File: src/rtl/core/fas_pkg.sv
// fas_pkg: command and status codes for the fifo and stack block
// no dependencies; imported by the store logic, the top level and the checker
package fas_pkg;

   // widths of the command code, the status code and the piece type
   localparam int KIND_BITS   = 3;
   localparam int STATUS_BITS = 3;
   localparam int TYPE_BITS   = 2;

   // entries moved by the multi-entry swap
   localparam int SWAP_SPAN = 3;

   typedef enum logic [KIND_BITS-1:0] {
      KIND_ENQ   = 3'd0,
      KIND_DEQ   = 3'd1,
      KIND_PUSH  = 3'd2,
      KIND_POP   = 3'd3,
      KIND_SWAP1 = 3'd4,
      KIND_SWAP3 = 3'd5
   } kind_type;

   typedef enum logic [STATUS_BITS-1:0] {
      ST_OK          = 3'd0,
      ST_FIFO_FULL   = 3'd1,
      ST_FIFO_EMPTY  = 3'd2,
      ST_STACK_FULL  = 3'd3,
      ST_STACK_EMPTY = 3'd4,
      ST_TOO_FEW     = 3'd5
   } status_type;

   // control handed from the request register to the store logic
   typedef struct packed {
      logic                 exec;
      logic [KIND_BITS-1:0] kind;
   } ctrl_type;

endpackage

File: src/rtl/core/fas_if.sv
// fas_if: valid/ready channels for requests and responses
// depends on fas_pkg for the code widths
interface fas_req_if
   import fas_pkg::*;
#(
   parameter int TAG_BITS = 16
);
   logic                 valid;
   logic                 ready;
   logic [KIND_BITS-1:0] kind;
   logic [TYPE_BITS-1:0] piece_type;
   logic [TAG_BITS-1:0]  piece_tag;

   modport source (output valid, kind, piece_type, piece_tag, input ready);
   modport sink   (input valid, kind, piece_type, piece_tag, output ready);
endinterface

interface fas_rsp_if
   import fas_pkg::*;
#(
   parameter int TAG_BITS = 16,
   parameter int FLW      = 3,
   parameter int SLW      = 2
);
   logic                   valid;
   logic                   ready;
   logic [STATUS_BITS-1:0] status;
   logic [TYPE_BITS-1:0]   out_type;
   logic [TAG_BITS-1:0]    out_tag;
   logic [FLW-1:0]         fifo_level;
   logic [SLW-1:0]         stack_level;

   modport source (output valid, status, out_type, out_tag, fifo_level, stack_level,
                   input ready);
   modport sink   (input valid, status, out_type, out_tag, fifo_level, stack_level,
                   output ready);
endinterface

File: src/rtl/core/fas_stores.sv
// fas_stores: shift-register fifo and stack with the command logic
// depends on fas_pkg; the fifo head and the stack top both sit at entry 0
module fas_stores
   import fas_pkg::*;
#(
   parameter int FIFO_DEPTH  = 5,
   parameter int STACK_DEPTH = 3,
   parameter int TAG_BITS    = 16,
   parameter int FLW         = 3,
   parameter int SLW         = 2
) (
   input  logic                 clock,
   input  logic                 reset,
   input  ctrl_type             ctrl,
   input  logic [TYPE_BITS-1:0] in_type,
   input  logic [TAG_BITS-1:0]  in_tag,
   output status_type           status,
   output logic [TYPE_BITS-1:0] out_type,
   output logic [TAG_BITS-1:0]  out_tag,
   output logic [FLW-1:0]       fifo_level,
   output logic [SLW-1:0]       stack_level
);
   localparam int EW = TYPE_BITS + TAG_BITS;

   logic [EW-1:0]  fifo_ff  [FIFO_DEPTH];
   logic [EW-1:0]  fifo_in  [FIFO_DEPTH];
   logic [EW-1:0]  stack_ff [STACK_DEPTH];
   logic [EW-1:0]  stack_in [STACK_DEPTH];
   logic [FLW-1:0] fifo_cnt_ff;
   logic [FLW-1:0] fifo_cnt_in;
   logic [SLW-1:0] stack_cnt_ff;
   logic [SLW-1:0] stack_cnt_in;
   logic [EW-1:0]  entry;
   logic [EW-1:0]  removed;

   assign entry = {in_type, in_tag};

   always_comb begin
      fifo_in      = fifo_ff;
      stack_in     = stack_ff;
      fifo_cnt_in  = fifo_cnt_ff;
      stack_cnt_in = stack_cnt_ff;
      removed      = '0;
      status       = ST_OK;
      case (ctrl.kind)
         KIND_ENQ: begin
            if (fifo_cnt_ff == FLW'(FIFO_DEPTH)) begin
               status = ST_FIFO_FULL;
            end else begin
               for (int i = 0; i < FIFO_DEPTH; i++) begin
                  if (FLW'(i) == fifo_cnt_ff) begin
                     fifo_in[i] = entry;
                  end
               end
               fifo_cnt_in = fifo_cnt_ff + FLW'(1);
            end
         end
         KIND_DEQ: begin
            if (fifo_cnt_ff == '0) begin
               status = ST_FIFO_EMPTY;
            end else begin
               removed = fifo_ff[0];
               for (int i = 0; i < FIFO_DEPTH - 1; i++) begin
                  fifo_in[i] = fifo_ff[i+1];
               end
               fifo_cnt_in = fifo_cnt_ff - FLW'(1);
            end
         end
         KIND_PUSH: begin
            if (stack_cnt_ff == SLW'(STACK_DEPTH)) begin
               status = ST_STACK_FULL;
            end else begin
               stack_in[0] = entry;
               for (int i = 1; i < STACK_DEPTH; i++) begin
                  stack_in[i] = stack_ff[i-1];
               end
               stack_cnt_in = stack_cnt_ff + SLW'(1);
            end
         end
         KIND_POP: begin
            if (stack_cnt_ff == '0) begin
               status = ST_STACK_EMPTY;
            end else begin
               removed = stack_ff[0];
               for (int i = 0; i < STACK_DEPTH - 1; i++) begin
                  stack_in[i] = stack_ff[i+1];
               end
               stack_cnt_in = stack_cnt_ff - SLW'(1);
            end
         end
         KIND_SWAP1: begin
            // stack is tested before the fifo
            if (stack_cnt_ff == '0) begin
               status = ST_STACK_EMPTY;
            end else if (fifo_cnt_ff == '0) begin
               status = ST_FIFO_EMPTY;
            end else begin
               fifo_in[0]  = stack_ff[0];
               stack_in[0] = fifo_ff[0];
            end
         end
         KIND_SWAP3: begin
            if (fifo_cnt_ff < FLW'(SWAP_SPAN) || stack_cnt_ff < SLW'(SWAP_SPAN)) begin
               status = ST_TOO_FEW;
            end else begin
               for (int i = 0; i < SWAP_SPAN; i++) begin
                  fifo_in[i]  = stack_ff[i];
                  stack_in[i] = fifo_ff[i];
               end
            end
         end
         default: begin
            status = ST_OK;
         end
      endcase
   end

   assign out_type    = removed[EW-1:TAG_BITS];
   assign out_tag     = removed[TAG_BITS-1:0];
   assign fifo_level  = fifo_cnt_in;
   assign stack_level = stack_cnt_in;

   always_ff @(posedge clock) begin
      if (reset) begin
         fifo_cnt_ff  <= '0;
         stack_cnt_ff <= '0;
      end else if (ctrl.exec) begin
         fifo_cnt_ff  <= fifo_cnt_in;
         stack_cnt_ff <= stack_cnt_in;
      end
   end

   always_ff @(posedge clock) begin
      if (ctrl.exec) begin
         fifo_ff  <= fifo_in;
         stack_ff <= stack_in;
      end
   end

endmodule

File: src/rtl/core/fifo_and_stack_with_swap_top.sv
// fifo_and_stack_with_swap_top: five-entry fifo and three-entry stack with swaps
// path: an accepted request waits in the request register, then its result is captured in the response register
// throughput: one request per cycle while the receiver takes responses; the store update
//    is a single pass of logic between the request register and the response register
// reset: synchronous, clears both occupancies and both valid flags
// depends on fas_pkg, fas_if and fas_stores
module fifo_and_stack_with_swap_top
   import fas_pkg::*;
#(
   parameter int FIFO_DEPTH  = 5,
   parameter int STACK_DEPTH = 3,
   parameter int TAG_BITS    = 16
) (
   input  logic    clock,
   input  logic    reset,
   fas_req_if.sink   req,
   fas_rsp_if.source rsp
);
   // occupancy widths follow the depths
   localparam int FLW = $clog2(FIFO_DEPTH + 1);
   localparam int SLW = $clog2(STACK_DEPTH + 1);

   // request register
   logic                 req_valid_ff;
   logic                 req_valid_in;
   logic [KIND_BITS-1:0] req_kind_ff;
   logic [TYPE_BITS-1:0] req_type_ff;
   logic [TAG_BITS-1:0]  req_tag_ff;

   // response register
   logic                 rsp_valid_ff;
   logic                 rsp_valid_in;
   status_type           rsp_status_ff;
   logic [TYPE_BITS-1:0] rsp_type_ff;
   logic [TAG_BITS-1:0]  rsp_tag_ff;
   logic [FLW-1:0]       rsp_flevel_ff;
   logic [SLW-1:0]       rsp_slevel_ff;

   // results of the store logic for the request being executed
   status_type           exe_status;
   logic [TYPE_BITS-1:0] exe_type;
   logic [TAG_BITS-1:0]  exe_tag;
   logic [FLW-1:0]       exe_flevel;
   logic [SLW-1:0]       exe_slevel;

   logic     advance;
   logic     req_take;
   ctrl_type ctrl;

   // a held request moves on when the response register is empty or draining
   assign advance  = req_valid_ff && (!rsp_valid_ff || rsp.ready);
   assign req.ready = !req_valid_ff || advance;
   assign req_take = req.valid && req.ready;

   assign ctrl.exec = advance;
   assign ctrl.kind = req_kind_ff;

   fas_stores #(
      .FIFO_DEPTH  (FIFO_DEPTH),
      .STACK_DEPTH (STACK_DEPTH),
      .TAG_BITS    (TAG_BITS),
      .FLW         (FLW),
      .SLW         (SLW)
   ) u_stores (
      .clock       (clock),
      .reset       (reset),
      .ctrl        (ctrl),
      .in_type     (req_type_ff),
      .in_tag      (req_tag_ff),
      .status      (exe_status),
      .out_type    (exe_type),
      .out_tag     (exe_tag),
      .fifo_level  (exe_flevel),
      .stack_level (exe_slevel)
   );

   // valid flags: request slot refills in the cycle it empties
   always_comb begin
      if (req_take) begin
         req_valid_in = 1'b1;
      end else if (advance) begin
         req_valid_in = 1'b0;
      end else begin
         req_valid_in = req_valid_ff;
      end
      if (advance) begin
         rsp_valid_in = 1'b1;
      end else if (rsp.ready) begin
         rsp_valid_in = 1'b0;
      end else begin
         rsp_valid_in = rsp_valid_ff;
      end
   end

   always_ff @(posedge clock) begin
      if (reset) begin
         req_valid_ff <= 1'b0;
         rsp_valid_ff <= 1'b0;
      end else begin
         req_valid_ff <= req_valid_in;
         rsp_valid_ff <= rsp_valid_in;
      end
   end

   // payload registers carry no reset
   always_ff @(posedge clock) begin
      if (req_take) begin
         req_kind_ff <= req.kind;
         req_type_ff <= req.piece_type;
         req_tag_ff  <= req.piece_tag;
      end
      if (advance) begin
         rsp_status_ff <= exe_status;
         rsp_type_ff   <= exe_type;
         rsp_tag_ff    <= exe_tag;
         rsp_flevel_ff <= exe_flevel;
         rsp_slevel_ff <= exe_slevel;
      end
   end

   assign rsp.valid       = rsp_valid_ff;
   assign rsp.status      = rsp_status_ff;
   assign rsp.out_type    = rsp_type_ff;
   assign rsp.out_tag     = rsp_tag_ff;
   assign rsp.fifo_level  = rsp_flevel_ff;
   assign rsp.stack_level = rsp_slevel_ff;

endmodule

File: src/flat_wrapper.sv
// flat-port wrapper written by rule: the top's interface ports become plain ports
module fifo_and_stack_with_swap_top_flat import fas_pkg::*;
#(
   parameter int FIFO_DEPTH  = 5,
   parameter int STACK_DEPTH = 3,
   parameter int TAG_BITS    = 16
)
  (clock, reset, req_valid, req_kind, req_piece_type, req_piece_tag, req_ready, rsp_valid, rsp_status, rsp_out_type, rsp_out_tag, rsp_fifo_level, rsp_stack_level, rsp_ready);
  fas_req_if #(.TAG_BITS(TAG_BITS)) req_i ();
  fas_rsp_if #(.TAG_BITS(TAG_BITS), .FLW(3), .SLW(2)) rsp_i ();
  input  logic clock;
  input  logic reset;
  input wire logic [$bits(req_i.valid)-1:0] req_valid;
  input wire logic [$bits(req_i.kind)-1:0] req_kind;
  input wire logic [$bits(req_i.piece_type)-1:0] req_piece_type;
  input wire logic [$bits(req_i.piece_tag)-1:0] req_piece_tag;
  output wire logic [$bits(req_i.ready)-1:0] req_ready;
  output wire logic [$bits(rsp_i.valid)-1:0] rsp_valid;
  output wire logic [$bits(rsp_i.status)-1:0] rsp_status;
  output wire logic [$bits(rsp_i.out_type)-1:0] rsp_out_type;
  output wire logic [$bits(rsp_i.out_tag)-1:0] rsp_out_tag;
  output wire logic [$bits(rsp_i.fifo_level)-1:0] rsp_fifo_level;
  output wire logic [$bits(rsp_i.stack_level)-1:0] rsp_stack_level;
  input wire logic [$bits(rsp_i.ready)-1:0] rsp_ready;
  assign req_i.valid = req_valid;
  assign req_i.kind = req_kind;
  assign req_i.piece_type = req_piece_type;
  assign req_i.piece_tag = req_piece_tag;
  assign req_ready = req_i.ready;
  assign rsp_valid = rsp_i.valid;
  assign rsp_status = rsp_i.status;
  assign rsp_out_type = rsp_i.out_type;
  assign rsp_out_tag = rsp_i.out_tag;
  assign rsp_fifo_level = rsp_i.fifo_level;
  assign rsp_stack_level = rsp_i.stack_level;
  assign rsp_i.ready = rsp_ready;
  fifo_and_stack_with_swap_top #(.FIFO_DEPTH(FIFO_DEPTH), .STACK_DEPTH(STACK_DEPTH), .TAG_BITS(TAG_BITS)) u_core (.clock(clock), .reset(reset), .req(req_i), .rsp(rsp_i));
endmodule
File: config.mk
export PLATFORM = sky130hd
export DESIGN_NAME = fifo_and_stack_with_swap_top_flat
export DESIGN_NICKNAME = d
export VERILOG_FILES = /design/src/rtl/core/fas_pkg.sv /design/src/rtl/core/fas_if.sv /design/src/rtl/core/fas_stores.sv /design/src/rtl/core/fifo_and_stack_with_swap_top.sv /design/src/flat_wrapper.sv
export SDC_FILE = /design/constraint.sdc
export NUM_CORES = 1
export LEC_CHECK = 0
export BUFFER_PORTS_ARGS = -buffer_cell sky130_fd_sc_hd__buf_2
export CELL_PAD_IN_SITES_DETAIL_PLACEMENT = 1
export CELL_PAD_IN_SITES_GLOBAL_PLACEMENT = 2
export CORE_ASPECT_RATIO = 0.75
export CORE_MARGIN = 10
export CORE_UTILIZATION = 35
export DETAILED_ROUTE_END_ITERATION = 7
export PLACE_DENSITY = 0.77
export SLEW_MARGIN = 20
export SYNTH_ARGS = -nofsm -noshare
export SYNTH_HDL_FRONTEND = slang
export SYNTH_SLANG_ARGS = --single-unit
File: constraint.sdc
create_clock -name clock -period 5.05 [get_ports clock]
set_input_delay 0.2525 -clock clock [delete_from_list [all_inputs] [get_ports clock]]
set_output_delay 0.2525 -clock clock [all_outputs]
set_load 0.01 [all_outputs]
== After elaboration in Yosys (flattened, before gate mapping) ==
Cells that the tools add are included.
Operators by class
  $add $sub $neg: 4
  magnitude comparators: 2
  equal/unequal tests: 22
  muxes and demuxes: 41
  bitwise logic cells: 1
  reduce and logical (&&, ||, !) cells: 26
Operator list (count)
  2-to-1 mux 18 bit: 11
  2-to-1 mux 54 bit: 3
  one-hot mux 18 bit (4 select lines): 2
  one-hot mux 18 bit (2 select lines): 3
  one-hot mux 36 bit (3 select lines): 1
  2-to-1 mux 90 bit: 1
  2-to-1 mux 72 bit: 1
  one-hot mux 18 bit (3 select lines): 1
  2-to-1 mux 36 bit: 1
  != test 2 bit, second input constant: 11
  one-hot mux 3 bit (6 select lines): 1
  2-to-1 mux 3 bit: 5
  AND reduction 6 bit: 2
  AND reduction 5 bit: 2
  == test 3 bit, second input constant: 3
  2-to-1 mux 2 bit: 4
  AND reduction 4 bit: 2
  AND reduction 8 bit: 1
  nonzero test 2 bit: 4
  nonzero test 4 bit: 2
  AND reduction 7 bit: 1
  == test 2 x 3 -> 1 bit, first input constant: 2
  == test 3 x 2 -> 1 bit, second input constant: 2
  logical NOT 3 bit: 2
  other kinds (19): 28
Word-level totals
  bits in registers: 198
  input port bits: 25
  word-level logic and storage cells: 116

== Logic depth before layout (Yosys ltp) ==
Gate-level depths: netlist (run 1).
  depth after elaboration: 6
  depth in mapped cells: 9
  mapped depth without buffers: 6

== Modules after synthesis ==
From an unflattened synthesis (run 1), not the netlist that was laid out.
Second synthesis, totals
  cells, all modules: 735
  area total of the unflattened synthesis: 8918.6 µm²
Modules (own cells, without submodules)
  fas_stores: instances 1, cells an instance 678, area each 7403.4 µm², seq. area each 4424.2 µm²
  fifo_and_stack_with_swap_top: instances 1, cells an instance 57, area each 1515.2 µm², seq. area each 1451.4 µm²

== Worst setup path after synthesis (run 1) ==
No wires, ideal clock.
  path kind: register -> register
  start point: register u_core.rsp_valid_ff, in the netlist u_core.rsp.valid
  end point: register u_core.u_stores.stack_ff[18] in the netlist's numbering (enable)
  setup time: 0.439 ns
  data arrival time: 3.136 ns
  data required time: 4.611 ns
  slack: 1.475 ns
  stages on the path, launching flop included: 6
  buffers on the path: 0
  path through: dfxtp_1 -> nand2b_1 -> nand2_1 -> inv_1 -> nand2_1 -> nor4_1
Between the ends
  longest elaborated chain between the ends: 4
RTL lines
  from (decl): line fifo_and_stack_with_swap_top.sv:31  | logic rsp_valid_ff;
  from (signal assigned): line fifo_and_stack_with_swap_top.sv:101  | rsp_valid_ff <= rsp_valid_in;
  logical NOT 1 bit: line fifo_and_stack_with_swap_top.sv:51  | assign advance = req_valid_ff && (!rsp_valid_ff || rsp.ready);
  logical OR 1 bit: line fifo_and_stack_with_swap_top.sv:51
  logical AND 1 bit: line fifo_and_stack_with_swap_top.sv:51
  via u_core.advance: line fifo_and_stack_with_swap_top.sv:46  | logic advance;
  AND reduction 5 bit (no line)
  to (signal assigned): line fas_stores.sv:136  | stack_ff <= stack_in;
  to (decl): line fas_stores.sv:27  | logic [EW-1:0] stack_ff [STACK_DEPTH];
The timed path passes the listed nets, and every way through them passes these cells.
A chain may end at the register's enable or synchronous reset.

==> results.ini, run 1 <==
[clock_network]
cts_resized = 0
cts.path.max_buffers = 2
clkSlewWorstSetupHoldPaths_ns = 0.08
root_buffer = clkbuf_16
htree_levels = 4
cts_sinks = 198
postCtsHoldBufs = 21
cts_setup_buffers = 0
cts_tree = yes
cts_made_buffers = 17
clk_latency_ns = 0.46

[timing]
hold_viol = 0
tns_ns = 0
worst_pin_slew_ns = 1.142
period_minus_slack_ns = 3.626
rsz0062_at_grt = false
drv_slew = 0
fin_crit_sh_pct = 71.80
finClkSkew_ns = 0.01518
relSlewSlack_pct = 23.87
setup_viol = 0
max_freq_ghz = 0.2758
fin_ws_ns = 1.424

[route]
met1_length_mm = 11.78
first_pass_iters = 5
route.met3.wl_mm = 1.050
ant_nets = 0
via_per_inst = 5.422
wire_per_inst_um = 21.71
route.vias.total = 6230
routed.top_layer = met4
routed_wl_mm = 24.94
first_iter_violations = 516
routed-wl-met2_mm = 11.76
route.detailed.drc = 0

[die]
ios = 53
rows = 50
coreArea_um2 = 24960
fp.dieH_um = 158.1
dieWidth_um = 204.1
initial_core_util_pct = 35.64
die_area_um2 = 32260

[synth]
yosysTopAreaCell = edfxtp_1
synthFlopType = edfxtp_1
ys_seq_elements = 198
synthTopCellsByArea = edfxtp_1, nand2_1, o21ai_0
synth_most_common_cell = edfxtp_1
netlist.area_leader.share_pct = 64.46
syn-num-nets = 774
synth_common_cells = edfxtp_1, nand2_1, o21ai_0
ys_warn_count = 0
synth_cell_types = 44
syn_area_um2 = 8897
ys_seq_area_share_pct = 66.04
syn-instance-count = 739
ys_async_sr_fraction_pct = 0
syn_avg_cell_area_um2 = 12.04
synth-edff-count = 191

[critical_path]
critPathArrivalTime_ns = 3.79
cpPeakStageDelay_ns = 0.91
start_kind = flop
crit_chain = buf_4 > ha_1 > nand2b_1 > o21ai_0
path_class = reg -> reg
critPathSlowestCell = ha_1
path_max_fanout = 37
endpoint_kind = flop
required_ns = 5.21

[pwr]
peakVddDrop_v = 0.0002614
powerDensity_nw_per_um2 = 337.0
leakagePower_nw = 3.790
finalPower_mw = 3.482

[global_routing]
grt_pass1_wl_mm = 38.96
grt_usage_pct = 15.86
grt_max_degree = 57
overflow = 0
grt_pass1_vias = 6603
antenna_found_initial = 0

[layout]
insertedDiodeCount = 0
syn_to_final_growth_pct = 16.13
drive_above_1_share_pct = 14.06
fin_util_pct = 41.39
final_nets = 833
postLayoutCellArea_um2 = 10330

[placement]
dp_hpwl_mm = 15.58
dpl-instance-area_um2 = 9543
gp_congestion = 0.8539
preCtsSetupSlack_ns = 1.498
io_buffers = 52

[flow_run]
drv_cap = 0

[min_path]
hold_path.class = in -> reg

[run_status]
status = finished clean

-- cell families after synthesis --
kind of cell,share of synthesized area (%)
AOI/OAI and AO/OA,13.28
adders and majority gates,1.406
buffers and inverters,2.728
DFF,66.04
muxes,4.163
and+or+nand+nor,12.39
-- worst paths after layout --
path	start	to	slack (ns)	cells past startpoint
min	req_valid	u_core.req_valid_ff	0.04	3
max reg2reg	u_core.req_kind_ff[2]	u_core.u_stores.fifo_ff[85]	1.42	4
max	u_core.req_kind_ff[2]	u_core.u_stores.fifo_ff[85]	1.42	4
min reg2reg	u_core.req_tag_ff[8]	u_core.u_stores.fifo_ff[8]	0.53	0
-- cells in the final DEF (no fill, tap or decap), types with 3 or more instances in the layout --
cell type,instances
nand3_1,26
mux2i_1,37
a21boi_0,3
ha_1,10
nor2_4,3
o21ai_0,83
buf_4,15
inv_1,8
nor2b_1,4
nand2_1,174
dfxtp_1,7
nand2b_1,5
edfxtp_1,191
a21oi_1,9
a21o_1,3
clkbuf_16,17
dlygate4sd3_1,21
a22oi_1,55
inv_8,5
nor3_2,3
and2_1,3
or3_1,4
nor2_1,14
a22o_1,19
clkinv_4,3
buf_2,52
-- per-layer routing --
metal	GRT usage [%]	vias up
li1	-	2874
met1	21.13	3193
met2	25.63	137
met3	3.064	26
met4	4.889	0
met5	0	-
-- state kept, by name, summed over array words and instances (netlist names) --
signal                        count
u_core.req_kind_ff                3
u_core.req_tag_ff                16
u_core.req_type_ff                2
u_core.req_valid_ff               1
u_core.rsp.fifo_level             3
u_core.rsp.out_tag               16
u_core.rsp.out_type               2
u_core.rsp.stack_level            2
u_core.rsp.status                 3
u_core.rsp.valid                  1
u_core.u_stores.fifo_cnt_ff       3
u_core.u_stores.fifo_ff          90
u_core.u_stores.stack_cnt_ff      2
u_core.u_stores.stack_ff         54
-- worst max-delay path, delay by kind of cell (launching register included) --
family | cells | cell delay [ns]
AND/OR/NAND/NOR | 1 | 0.79
adder cells (fa/ha/maj) | 1 | 0.91
AO/OA/AOI/OAI | 1 | 0.23
flip-flops | 1 | 0.73
buffers and inverters | 1 | 0.65
-- power by group --
group | switching (mW) | internal [mW] | leakage (nW) | total, mW
clock | 0.682 | 0.655 | 0.271 | 1.34
combinational | 0.164 | 0.0888 | 1.70 | 0.252
sequential | 0.0367 | 1.86 | 1.82 | 1.89
total | 0.882 | 2.60 | 3.79 | 3.48
-- stage by stage --
stage	hold slack (ns)	instances
floorplan	0.3514	739
global placement	0.4324	1096
detailed placement	0.4314	1096
CTS	0.04594	1149
global route	0.07892	1149
finish	0.03969	1149
-- final cells by class --
| cell class | instances | area [um^2] |
|---|---|---|
| Clock buffer | 18 | 429.2 |
| Clock inverter | 14 | 135.1 |
| Fill cell | 2660 | 14630 |
| Inverter | 8 | 30.03 |
| Multi-Input combinational cell | 485 | 2856 |
| Sequential cell | 198 | 5876 |
| Tap cell | 338 | 422.9 |
| Timing Repair Buffer | 88 | 583.1 |
Power figures use the tool's default switching activity.
==> run 2: changes to the inputs <==
--- a/config.mk
+++ b/config.mk
@@ -12,7 +12,7 @@
 export CORE_MARGIN = 10
 export CORE_UTILIZATION = 35
 export DETAILED_ROUTE_END_ITERATION = 7
-export PLACE_DENSITY = 0.77
+export PLACE_DENSITY = 0.8
 export SLEW_MARGIN = 20
 export SYNTH_ARGS = -nofsm -noshare
 export SYNTH_HDL_FRONTEND = slang
==> constraint.sdc (replaced) <==
create_clock -name clock -period 3.05 [get_ports clock]
set_input_delay 0.1525 -clock clock [delete_from_list [all_inputs] [get_ports clock]]
set_output_delay 0.1525 -clock clock [all_outputs]
set_load 0.01 [all_outputs]
==> run 2 against run 1 <==
Non-clock buffer count increased by 9. Setup slack got worse by 0.95 ns. Hold slack got worse by 0.028 ns. Register-to-register slack lost 0.95 ns. Design area grew 1.0%. Critical path type unchanged. Count of clock-buffer cells in the layout decreased by 1. Via count fell by 2.3%. Sequential power rose by 67%. Clock skew decreased by 0.0026 ns. Sequential share of layout area fell by 0.57 points. Global-route usage shrank 0.81 points. Largest cell class unchanged.
==> results.ini, run 2 (same netlist as run 1, synthesis figures left out) <==
[run_status]
status = finished clean  ; unchanged

[critical_path]
r2r_end = u_core.u_stores.fifo_ff[80]  ; was u_core.u_stores.fifo_ff[85]
endpoint_kind = flop  ; unchanged
cpPeakStageDelay_ns = 0.60  ; was 0.91 ns
required_ns = 3.17  ; was 5.21 ns
path_class = reg -> reg  ; unchanged
critPathArrivalTime_ns = 2.70  ; was 3.79 ns
worst-path-stages = 7  ; was 4
path_delay_family = simple AND/OR/NAND/NOR gates  ; was adder cells
path_max_fanout = 18  ; was 37
crit_chain = inv_1 > ha_1 > nand3b_1 > a21boi_0 > or3b_2 > nor3_2 > buf_4  ; was buf_4 > ha_1 > nand2b_1 > o21ai_0
start_kind = flop  ; unchanged
reg2reg_slack_ns = 0.47  ; was 1.42 ns
r2r_start = u_core.u_stores.fifo_cnt_ff[0]  ; was u_core.req_kind_ff[2]
rr_worst_depth = 7  ; was 4
crit_buf_inv = 2  ; was 1
critPathSlowestCell = or3b_2  ; was ha_1

[clock_network]
cts_setup_buffers = 0  ; unchanged
cts_resized = 0  ; unchanged
htree_levels = 4  ; unchanged
postCtsHoldBufs = 22  ; was 21
cts_tree = yes  ; unchanged
cts_sinks = 198  ; unchanged
clkSlewWorstSetupHoldPaths_ns = 0.08  ; about the same
cts_made_buffers = 17  ; unchanged
clk_latency_ns = 0.43  ; was 0.46 ns
root_buffer = clkbuf_16  ; unchanged
cts.path.max_buffers = 2  ; unchanged

[pwr]
clkPwrFrac_pct = 39.6  ; was 38.4%
pwr-share-seq_pct = 53.3  ; was 54.4%
leakagePower_nw = 3.851  ; was 3.790 nW
p_sw_mw = 1.431  ; was 0.8823 mW
switching_share_pct = 24.23  ; was 25.34%
peakVddDrop_v = 0.0004535  ; was 0.0002614 V
p_int_mw = 4.477  ; was 2.600 mW
combPwrFrac_pct = 7.1  ; was 7.2%
powerDensity_nw_per_um2 = 566.0  ; was 337.0 nW/um^2

[flow_run]
drv_cap = 0  ; unchanged

[route]
first_iter_violations = 644  ; was 516
route.detailed.drc = 0  ; unchanged
routed_wl_mm = 24.17  ; was 24.94 mm
route.vias.total = 6087  ; was 6,230
first_pass_iters = 7  ; was 5
ant_nets = 0  ; unchanged
via_per_inst = 5.252  ; was 5.422
wire_per_inst_um = 20.85  ; was 21.71 um

[min_path]
hold_path.class = in -> reg  ; unchanged
min-delay-start = reset  ; was req_valid
holdPathEnd = u_core.u_stores.fifo_cnt_ff[1]  ; was u_core.req_valid_ff
whs_path_depth = 2  ; was 3

[layout]
stdcell_count = 1159  ; was 1,149
drive_above_1_share_pct = 14.88  ; was 14.06%
largest_reg_flops = 90  ; unchanged
syn_to_final_growth_pct = 17.31  ; was 16.13%
final_cell_mix = edfxtp_1, nand2_1, o21ai_0, a22oi_1, buf_2  ; unchanged
reg_top3 = u_core.u_stores.fifo_ff x90, u_core.u_stores.stack_ff x54  ; unchanged
mostFrequentLayoutCell = edfxtp_1  ; unchanged
final_nets = 842  ; was 833
regMostFlops = u_core.u_stores.fifo_ff  ; unchanged
fin_util_pct = 41.81  ; was 41.39%

[timing]
setup_viol = 0  ; unchanged
rsz0062_at_grt = false  ; unchanged
relSlewSlack_pct = 52.41  ; was 23.87%
drv_slew = 0  ; unchanged
finClkSkew_ns = 0.01262  ; was 0.01518 ns
fin_crit_sh_pct = 84.51  ; was 71.80%
tns_ns = 0  ; unchanged
hold_viol = 0  ; unchanged
max_freq_ghz = 0.3879  ; was 0.2758 GHz
worst_pin_slew_ns = 0.7132  ; was 1.142 ns
holdWs_ns = 0.01144  ; was 0.03969 ns
period_minus_slack_ns = 2.578  ; was 3.626 ns
fin_ws_ns = 0.4723  ; was 1.424 ns

[die]
die_area_um2 = 32260  ; unchanged
coreArea_um2 = 24960  ; unchanged
initial_core_util_pct = 35.64  ; unchanged
ios = 53  ; unchanged
fp.dieH_um = 158.1  ; unchanged
rows = 50  ; unchanged
dieWidth_um = 204.1  ; unchanged

[global_routing]
antenna_found_initial = 0  ; unchanged
grt_pass1_vias = 5836  ; was 6,603
grt_pass1_wl_mm = 36.97  ; was 38.96 mm
overflow = 0  ; unchanged
grt_usage_pct = 15.05  ; was 15.86%
grt_max_degree = 55  ; was 57

[placement]
gp_congestion = 0.8302  ; was 0.8539
io_buffers = 52  ; unchanged
dp_hpwl_mm = 17.67  ; was 15.58 mm
preCtsSetupSlack_ns = 0.5005  ; was 1.498 ns
placed_cells = 1104  ; was 1,096

run 2: how the worst max path moves through the flow:
stage                     slack (ns)                            from                      endpoint
after floorplan                 0.18                u_core.rsp.valid  u_core.u_stores.stack_ff[18]
after global placement          0.60  u_core.u_stores.fifo_cnt_ff[0]   u_core.u_stores.fifo_ff[83]
after detailed placement        0.50  u_core.u_stores.fifo_cnt_ff[0]   u_core.u_stores.fifo_ff[85]
after CTS                       0.46  u_core.u_stores.fifo_cnt_ff[0]   u_core.u_stores.fifo_ff[80]
after global routing            0.33  u_core.u_stores.fifo_cnt_ff[0]   u_core.u_stores.fifo_ff[80]
final                           0.47  u_core.u_stores.fifo_cnt_ff[0]   u_core.u_stores.fifo_ff[80]
run 2: layout make-up:
type,instances,area (um^2)
clock inverters,15,186.4
fillers,2620,14520
well taps,338,422.9
multi-input cells,485,2841
inverters,8,30.03
flip-flops and latches,198,5876
clock buffers,17,425.4
diodes,1,2.502
repair buffers,97,653.1
run 2: worst reg2reg max path: cells and delay by family, from the launching register on:
kind	cells	cell delay (ns)
adders and majority gates	1	0.27
DFF	1	0.47
AOI/OAI and AO/OA	1	0.23
and+or+nand+nor	3	0.89
buffers and inverters	2	0.39
run 2: per-stage QoR:
step	cell area, um^2	power, mW
after floorplan	8920	3.431
after global placement	9603	3.587
after detailed placement	9603	3.601
after CTS	10440	5.953
after global routing	10440	6.128
final	10440	5.908
run 2: power by group through the flow:
| stage | Combinational [mW] | Sequential (mW) | Clock, mW |
|---|---|---|---|
| global placement | 0.383 | 3.20 | 0 |
| floorplan | 0.257 | 3.17 | 0 |
| finish | 0.419 | 3.15 | 2.34 |
| global route | 0.471 | 3.15 | 2.50 |
| CTS | 0.420 | 3.14 | 2.39 |
| detailed placement | 0.395 | 3.21 | 0 |
run 2: layer usage:
| metal | up-vias | track usage [%] | wire [um] |
|---|---|---|---|
| met5 | - | 0 | 0 |
| met4 | 0 | 3.236 | 189 |
| met3 | 15 | 3.166 | 1809 |
| met2 | 199 | 17.63 | 8627 |
| met1 | 2983 | 25.80 | 13540 |
| li1 | 2890 | - | - |
